## src/design/nmt_pkg.sv

```systemverilog
// ----------------------------------------------------------------------------
// nmt_pkg: shared definitions for the named mark table
// Sizes, operation codes, name codes and the structs passed between modules.
// ----------------------------------------------------------------------------
package nmt_pkg;

  localparam int MARK_SLOTS = 32;
  localparam int LINE_BITS  = 32;
  localparam int COL_BITS   = 16;
  localparam int NAME_BITS  = 8;
  localparam int OP_BITS    = 3;

  // slot index and scan counter (the counter also holds MARK_SLOTS itself)
  localparam int IDX_W = (MARK_SLOTS > 1) ? $clog2(MARK_SLOTS) : 1;
  localparam int CNT_W = $clog2(MARK_SLOTS + 1);

  localparam logic [OP_BITS-1:0] OP_CLEAR_ALL   = 3'd0;
  localparam logic [OP_BITS-1:0] OP_SET         = 3'd1;
  localparam logic [OP_BITS-1:0] OP_SET_CONTEXT = 3'd2;
  localparam logic [OP_BITS-1:0] OP_GET         = 3'd3;
  localparam logic [OP_BITS-1:0] OP_CLEAR_LINE  = 3'd4;

  localparam logic [NAME_BITS-1:0] NAME_NONE     = 8'h00;
  localparam logic [NAME_BITS-1:0] NAME_QUOTE    = 8'h27;
  localparam logic [NAME_BITS-1:0] NAME_BACKTICK = 8'h60;

  typedef logic [IDX_W-1:0] idx_t;

  // entry write (set mark)
  typedef struct packed {
    logic                 en;
    idx_t                 addr;
    logic [NAME_BITS-1:0] name;
    logic [LINE_BITS-1:0] line;
    logic [COL_BITS-1:0]  col;
  } wr_req_t;

  // entry free requests
  typedef struct packed {
    logic all;
    logic en;
    idx_t addr;
  } clr_req_t;

  // one entry as read from the store
  typedef struct packed {
    logic                 valid;
    logic [NAME_BITS-1:0] name;
    logic [LINE_BITS-1:0] line;
    logic [COL_BITS-1:0]  col;
  } entry_t;

  // verdict of the shared compare unit on one entry
  typedef struct packed {
    logic name_hit;
    logic free;
    logic line_hit;
  } cmp_res_t;

  function automatic logic is_letter(input logic [NAME_BITS-1:0] c);
    is_letter = (c >= 8'h41 && c <= 8'h5A) || (c >= 8'h61 && c <= 8'h7A);
  endfunction

endpackage

```

## src/design/named_mark_table.sv

```systemverilog
// ----------------------------------------------------------------------------
// named_mark_table: fully associative table of named marks
// Set, get and clear marks by name; one previous-context mark on the side.
// ----------------------------------------------------------------------------
//
//  channel | handshake             | payload
//  --------+-----------------------+-----------------------------------------
//  in      | in_valid / in_ready   | operation, mark_name, line_ref, column
//  out     | out_valid / out_ready | success, found_line, found_column
//
//  Set of a letter, get of a table name and clear by line scan every slot
//  through one store read port and one compare unit before the result is
//  loaded; other operations skip the scan.
//  One item at a time; in_ready is high only while the sequencer is idle.
//  A result waits in the output register; a new item may be accepted then,
//  and its own result is held back until the old one is taken.
//  Reset is synchronous; it frees every slot and drops the context mark.
//
module named_mark_table (
  input  logic                          clk,
  input  logic                          rst,
  input  logic                          in_valid,
  output logic                          in_ready,
  input  logic [nmt_pkg::OP_BITS-1:0]   operation,
  input  logic [nmt_pkg::NAME_BITS-1:0] mark_name,
  input  logic [nmt_pkg::LINE_BITS-1:0] line_ref,
  input  logic [nmt_pkg::COL_BITS-1:0]  column,
  output logic                          out_valid,
  input  logic                          out_ready,
  output logic                          success,
  output logic [nmt_pkg::LINE_BITS-1:0] found_line,
  output logic [nmt_pkg::COL_BITS-1:0]  found_column
);

  typedef enum logic [1:0] {
    IDLE,
    SCAN,
    FINISH
  } state_t;

  state_t state;

  // held item
  logic [nmt_pkg::OP_BITS-1:0]   op_q;
  logic [nmt_pkg::NAME_BITS-1:0] name_q;
  logic [nmt_pkg::LINE_BITS-1:0] line_q;
  logic [nmt_pkg::COL_BITS-1:0]  col_q;

  // scan bookkeeping
  logic [nmt_pkg::CNT_W-1:0] iss_cnt;   // next slot to read
  logic                      cmp_pend;  // read data in rd is live
  nmt_pkg::idx_t             cmp_idx;   // slot that rd holds
  logic                      hit_found;
  nmt_pkg::idx_t             hit_idx;
  logic                      free_found;
  nmt_pkg::idx_t             free_idx;

  // context mark
  logic                          ctx_valid;
  logic [nmt_pkg::LINE_BITS-1:0] ctx_line;
  logic [nmt_pkg::COL_BITS-1:0]  ctx_col;

  // pending result
  logic                          res_ok;
  logic [nmt_pkg::LINE_BITS-1:0] res_line;
  logic [nmt_pkg::COL_BITS-1:0]  res_col;

  nmt_pkg::idx_t     rd_addr;
  nmt_pkg::wr_req_t  wr;
  nmt_pkg::clr_req_t clr;
  nmt_pkg::entry_t   rd;
  nmt_pkg::cmp_res_t cmp;

  logic accept;
  logic issue;
  logic last_cmp;
  logic cur_hit;
  logic cur_free;
  logic set_ok;
  logic out_free;

  assign in_ready = (state == IDLE);
  assign accept   = in_valid && in_ready;
  assign out_free = !out_valid || out_ready;

  assign issue    = (state == SCAN) && (iss_cnt < nmt_pkg::CNT_W'(nmt_pkg::MARK_SLOTS));
  assign rd_addr  = iss_cnt[nmt_pkg::IDX_W-1:0];
  assign last_cmp = cmp_pend && (cmp_idx == nmt_pkg::IDX_W'(nmt_pkg::MARK_SLOTS - 1));

  // compare verdicts only count while the read data is live
  assign cur_hit  = cmp_pend && cmp.name_hit;
  assign cur_free = cmp_pend && cmp.free;
  assign set_ok   = hit_found || cur_hit || free_found || cur_free;

  // clear all acts at accept; clear by line frees each matching slot in turn
  assign clr.all  = accept && (operation == nmt_pkg::OP_CLEAR_ALL);
  assign clr.en   = cmp_pend && (op_q == nmt_pkg::OP_CLEAR_LINE) && cmp.line_hit;
  assign clr.addr = cmp_idx;

  // set commits on the last compare: matching name first, else lowest free
  always_comb begin
    wr.en   = last_cmp && (op_q == nmt_pkg::OP_SET) && set_ok;
    wr.name = name_q;
    wr.line = line_q;
    wr.col  = col_q;
    priority if (hit_found) begin
      wr.addr = hit_idx;
    end else if (cur_hit) begin
      wr.addr = cmp_idx;
    end else if (free_found) begin
      wr.addr = free_idx;
    end else begin
      wr.addr = cmp_idx;
    end
  end

  nmt_store u_store (
    .clk     (clk),
    .rst     (rst),
    .rd_addr (rd_addr),
    .wr      (wr),
    .clr     (clr),
    .rd      (rd)
  );

  nmt_cmp u_cmp (
    .entry    (rd),
    .key_name (name_q),
    .key_line (line_q),
    .res      (cmp)
  );

  always_ff @(posedge clk) begin
    if (rst) begin
      state     <= IDLE;
      ctx_valid <= 1'b0;
      out_valid <= 1'b0;
      cmp_pend  <= 1'b0;
      iss_cnt   <= '0;
    end else begin
      // FINISH reloads the output register itself when it is taken
      if (out_valid && out_ready && state != FINISH) begin
        out_valid <= 1'b0;
      end

      unique case (state)
        IDLE: begin
          if (accept) begin
            op_q       <= operation;
            name_q     <= mark_name;
            line_q     <= line_ref;
            col_q      <= column;
            iss_cnt    <= '0;
            cmp_pend   <= 1'b0;
            hit_found  <= 1'b0;
            free_found <= 1'b0;
            res_ok     <= 1'b0;
            res_line   <= '0;
            res_col    <= '0;
            state      <= FINISH;
            unique case (operation)
              nmt_pkg::OP_CLEAR_ALL: begin
                ctx_valid <= 1'b0;
              end
              nmt_pkg::OP_SET: begin
                // a name that is no letter fails without a scan
                if (nmt_pkg::is_letter(mark_name)) begin
                  state <= SCAN;
                end
              end
              nmt_pkg::OP_SET_CONTEXT: begin
                ctx_valid <= 1'b1;
                ctx_line  <= line_ref;
                ctx_col   <= column;
                res_ok    <= 1'b1;
              end
              nmt_pkg::OP_GET: begin
                if (mark_name == nmt_pkg::NAME_QUOTE ||
                    mark_name == nmt_pkg::NAME_BACKTICK) begin
                  if (ctx_valid) begin
                    res_ok   <= 1'b1;
                    res_line <= ctx_line;
                    res_col  <= ctx_col;
                  end
                end else if (mark_name != nmt_pkg::NAME_NONE) begin
                  state <= SCAN;
                end
              end
              nmt_pkg::OP_CLEAR_LINE: begin
                if (ctx_valid && ctx_line == line_ref) begin
                  ctx_valid <= 1'b0;
                end
                state <= SCAN;
              end
              default: begin
                // unused codes: table and context mark unchanged, zero result
              end
            endcase
          end
        end

        SCAN: begin
          cmp_pend <= issue;
          if (issue) begin
            iss_cnt <= iss_cnt + 1'b1;
            cmp_idx <= rd_addr;
          end
          if (cur_hit && !hit_found) begin
            hit_found <= 1'b1;
            hit_idx   <= cmp_idx;
            if (op_q == nmt_pkg::OP_GET) begin
              res_ok   <= 1'b1;
              res_line <= rd.line;
              res_col  <= rd.col;
            end
          end
          if (cur_free && !free_found) begin
            free_found <= 1'b1;
            free_idx   <= cmp_idx;
          end
          if (last_cmp) begin
            if (op_q == nmt_pkg::OP_SET) begin
              res_ok <= set_ok;
            end
            state <= FINISH;
          end
        end

        FINISH: begin
          if (out_free) begin
            out_valid    <= 1'b1;
            success      <= res_ok;
            found_line   <= res_line;
            found_column <= res_col;
            state        <= IDLE;
          end
        end

        default: begin
          state <= IDLE;
        end
      endcase
    end
  end

`ifndef SYNTHESIS
  // an accepted item leaves in_ready low in the cycle after the accept
  a_busy_after_accept: assert property (@(posedge clk) disable iff (rst)
    accept |=> !in_ready)
    else $error("in_ready high right after accept");

  // a failed result carries zero position
  a_zero_on_miss: assert property (@(posedge clk) disable iff (rst)
    (out_valid && !success) |-> (found_line == '0 && found_column == '0))
    else $error("nonzero position on a miss");

  // entries are written only at the end of a set scan
  a_write_in_set_scan: assert property (@(posedge clk) disable iff (rst)
    wr.en |-> (state == SCAN && op_q == nmt_pkg::OP_SET && last_cmp))
    else $error("entry write outside a set scan");

  // scan counter never runs past the table
  a_cnt_bound: assert property (@(posedge clk) disable iff (rst)
    iss_cnt <= nmt_pkg::CNT_W'(nmt_pkg::MARK_SLOTS))
    else $error("scan counter past table end");

  // a slot is freed by line only for a clear-by-line item
  a_clear_only_line_op: assert property (@(posedge clk) disable iff (rst)
    clr.en |-> (op_q == nmt_pkg::OP_CLEAR_LINE && state == SCAN))
    else $error("slot cleared outside clear by line");
`endif

endmodule

```

## src/design/nmt_store.sv

```systemverilog
// ----------------------------------------------------------------------------
// nmt_store: mark entry storage
// Name, line and column memories with one registered read port and one write
// port; per-slot occupied bits in flops so clear all frees every slot at once.
// ----------------------------------------------------------------------------
module nmt_store (
  input  logic              clk,
  input  logic              rst,
  input  nmt_pkg::idx_t     rd_addr,
  input  nmt_pkg::wr_req_t  wr,
  input  nmt_pkg::clr_req_t clr,
  output nmt_pkg::entry_t   rd
);

  logic [nmt_pkg::MARK_SLOTS-1:0] valid;
  logic [nmt_pkg::NAME_BITS-1:0]  names [nmt_pkg::MARK_SLOTS];
  logic [nmt_pkg::LINE_BITS-1:0]  lines [nmt_pkg::MARK_SLOTS];
  logic [nmt_pkg::COL_BITS-1:0]   cols  [nmt_pkg::MARK_SLOTS];

  always_ff @(posedge clk) begin
    if (rst) begin
      valid <= '0;
    end else if (clr.all) begin
      valid <= '0;
    end else begin
      if (clr.en) begin
        valid[clr.addr] <= 1'b0;
      end
      if (wr.en) begin
        valid[wr.addr] <= 1'b1;
      end
    end
  end

  always_ff @(posedge clk) begin
    if (wr.en) begin
      names[wr.addr] <= wr.name;
      lines[wr.addr] <= wr.line;
      cols[wr.addr]  <= wr.col;
    end
    rd.valid <= valid[rd_addr];
    rd.name  <= names[rd_addr];
    rd.line  <= lines[rd_addr];
    rd.col   <= cols[rd_addr];
  end

endmodule

```

## src/design/nmt_cmp.sv

```systemverilog
// ----------------------------------------------------------------------------
// nmt_cmp: shared entry compare unit
// Checks one stored entry against the key name and key line.
// ----------------------------------------------------------------------------
module nmt_cmp (
  input  nmt_pkg::entry_t               entry,
  input  logic [nmt_pkg::NAME_BITS-1:0] key_name,
  input  logic [nmt_pkg::LINE_BITS-1:0] key_line,
  output nmt_pkg::cmp_res_t             res
);

  // free slots never match, whatever they hold
  assign res.name_hit = entry.valid && (entry.name == key_name);
  assign res.free     = !entry.valid;
  assign res.line_hit = entry.valid && (entry.line == key_line);

endmodule
```

## config.mk

```make
export PLATFORM = sky130hd
export DESIGN_NAME = named_mark_table
export DESIGN_NICKNAME = d
export VERILOG_FILES = /design/src/design/nmt_pkg.sv /design/src/design/named_mark_table.sv /design/src/design/nmt_store.sv /design/src/design/nmt_cmp.sv
export SDC_FILE = /design/constraint.sdc
export NUM_CORES = 2
export LEC_CHECK = 0
export ABC_AREA = 1
export BUFFER_PORTS_ARGS = -buffer_cell sky130_fd_sc_hd__buf_2
export CORE_ASPECT_RATIO = 0.7
export CORE_MARGIN = 8
export CORE_UTILIZATION = 40
export CTS_CLUSTER_SIZE = 10
export DETAILED_ROUTE_END_ITERATION = 10
export GPL_TIMING_DRIVEN = 0
export HOLD_SLACK_MARGIN = 0.1
export PLACE_DENSITY_LB_ADDON = 0.2
export SETUP_SLACK_MARGIN = 0.4
export SLEW_MARGIN = 0
export SYNTH_ARGS = -nofsm -noshare
export SYNTH_HDL_FRONTEND = slang
export SYNTH_SLANG_ARGS = --single-unit
```

## constraint.sdc

```tcl
create_clock -name clk -period 5.7 [get_ports clk]
set_input_delay 0.285 -clock clk [delete_from_list [all_inputs] [get_ports clk]]
set_output_delay 0.285 -clock clk [all_outputs]
set_load 0.05 [all_outputs]
```

==> flow_metrics.tcl <==
set metrics [dict create \
    dieArea_sq_mm 0.2191 \
    avgViaCountPerCell 5.965 \
    port_buffers 112 \
    syn_nets 6182 \
    postCtsResizedCells 0 \
    clk_latency_ns 0.91 \
    routabilityCongestion 0.8921 \
    cts_tree "yes" \
    top_usage_layer "met1" \
    ys_seq_elements 2114 \
    start_util_pct 40.32 \
    grt_pass1_vias 52630 \
    grt_start_max_net_pins 42 \
    ant_nets 0 \
    clock-root-buffer "clkbuf_16" \
    holdBufCountCts 72 \
    grt_setup_unrepaired "false" \
    yosysWarnings 0 \
    fin_util_pct 47.09 \
    drive_above_1_share_pct 9.548 \
    dr.pass1.iters 6 \
    die_h_microns 394.0 \
    synth_seq_area_share_pct 76.51 \
    final_nets 6707 \
    drv_cap 1 \
    async_reset_ff_share_pct 0 \
    ir_worst_vdd_mv 0.2675 \
    clock_sinks 2114 \
    overflow 0 \
    final_common_cell "edfxtp_1" \
    numCtsBuffers 240 \
    dr.first_iter.drc_count 8916 \
    total_leakage_power_nw 31.05 \
    synth_edf_count 2014 \
    pin_count 114 \
    fmax_mhz 223.7 \
    min_period_over_period_pct 78.43 \
    end_kind "flip-flop" \
    cp-start-kind "flip-flop" \
    synth_area_leaders "edfxtp_1, o21ai_0, nor2_1" \
    dpl_cell_area_sq_mm 0.08778 \
    path_class "reg -> reg" \
    dpl.hpwl_mm 210.9 \
    core_sq_mm 0.2025 \
    power_density_mw_per_mm2 368.6 \
    synth_cell_types 45 \
    drcViolationCount 0 \
    tightest_slew_ns 1.528 \
    yosys_most_used_dff "edfxtp_1" \
    cp.arrival_ns 5.21 \
    fp.dieW_microns 556.0 \
    finalClockSkew_ns 0.08056 \
    grt_use_met1_pct 39.37 \
    synth_largest_area_cell "edfxtp_1" \
    post_synth_instance_area_sq_mm 0.08166 \
    synth_area_per_cell_sq_um 13.35 \
    track_usage_pct 26.73 \
    period_minus_slack_ns 4.471 \
    max_slew_margin_pct -1.878 \
    num_vias 57040 \
    slew_viol_final 11 \
    synthCells 6118 \
    antenna_found_initial 20 \
    stdcell_area_sq_mm 0.09538 \
    cp.required_ns 6.44 \
    violations "capacitance limit, slew limit" \
    finalWirelength_mm 303.4 \
    worst-path-max-fanout 10 \
    use_met2_pct 37.22 \
    worstHoldPathType "in -> reg" \
    fp-row-count 138 \
    area_growth_pct 16.80 \
    hold_violations 0 \
    setup_viol 0 \
    met3_usage_pct 8.570 \
    power_mw 35.15 \
    cts_max_level 4 \
    grt_pass1_wl_mm 417.4 \
    most-common-layout-cells "edfxtp_1, o21ai_0, nor2_1" \
    clock_path_buffers 4 \
    cts.reportedPaths.clkPinSlew_ns 0.06 \
    holdWs_ns 0.1536 \
    cts_setup_buffers 0 \
    post_drt_wl_per_cell_microns 31.73 \
    synth_top_area_share_pct 74.06 \
    outcome "finished with violations" \
]
==> stage by stage <==
stage	std cells	setup TNS, ns	setup slack [ns]
after floorplan	6118	-72.85	-0.4336
after global placement	8960	-4336.60	-6.895
after detailed placement	9058	0	1.261
after CTS	9547	0	1.253
after global routing	9549	0	0.9676
final	9562	0	1.229
==> flip-flops by register name, summed over array words and instances, names as in the netlist, 32 cells and up <==
signal         count
found_line        32
ctx_line          32
res_line          32
u_store.names    256
u_store.cols     512
line_q            32
u_store.lines   1024
u_store.valid     32
u_store.rd        57
==> synthesized netlist by cell type (42+ instances only) <==
cell / instances
o21ai_1: 55
nand2_1: 452
o221ai_1: 175
o21ai_0: 991
nand4_1: 65
nor2_1: 1001
inv_1: 175
o211ai_1: 55
edfxtp_1: 2014
o22ai_1: 306
dfxtp_1: 100
nand3_1: 165
buf_2: 71
clkbuf_1: 313
a21oi_1: 42
==> logic make-up after synthesis <==
family / count (synthesis) / share of synthesized area [%]
compound gates: 1641 / 11.56
simple gates: 1739 / 8.723
xor+xnor: 31 / 0.3325
fa+ha+maj: 1 / 0.01532
buf+inv: 592 / 2.854
flops: 2114 / 76.51
==> worst paths after layout <==
kind,start,cells past startpoint,to,slack [ns]
worst max-delay path,iss_cnt[0],10,u_store.rd[47],1.23
worst min-delay path,line_ref[15],2,line_q[15],0.15
worst max register to register,iss_cnt[0],10,u_store.rd[47],1.23
worst min register to register,res_line[21],0,found_line[21],0.37
==> worst max-delay path, cell delays in order, from the launching register on <==
cell	delay, ns
dfxtp_1	0.57
buf_2	0.41
inv_2	0.10
buf_2	0.45
buf_1	0.64
nor2_1	0.24
o22ai_1	0.14
o211ai_1	0.78
nand4_1	0.17
o21ai_1	0.68
inv_1	0.11
==> power breakdown <==
group	switching (mW)	total (mW)	internal, mW
sequential	0.274	17.5	17.2
combinational	2.81	3.67	0.861
clock	6.11	14.0	7.91
==> area by class of cell <==
cell class / instances / area [sq um]
fill: 17960 / 107200
sequential: 2114 / 62480
multi-input combinational: 3412 / 17000
clock buffer: 406 / 6681
tap: 2730 / 3416
timing repair buffer: 283 / 3233
buffer: 404 / 1653
inverter: 188 / 747.0
clock inverter: 11 / 135.1
antenna: 14 / 35.03
==> per-layer routing <==
layer / share of wire (%) / vias up
li1: - / 23880
met4: 3.6 / 12
met1: 41 / 28680
met3: 14 / 550
met5: 0.029 / -
met2: 41 / 3923
No activity file was read; power rests on OpenSTA's default activity.
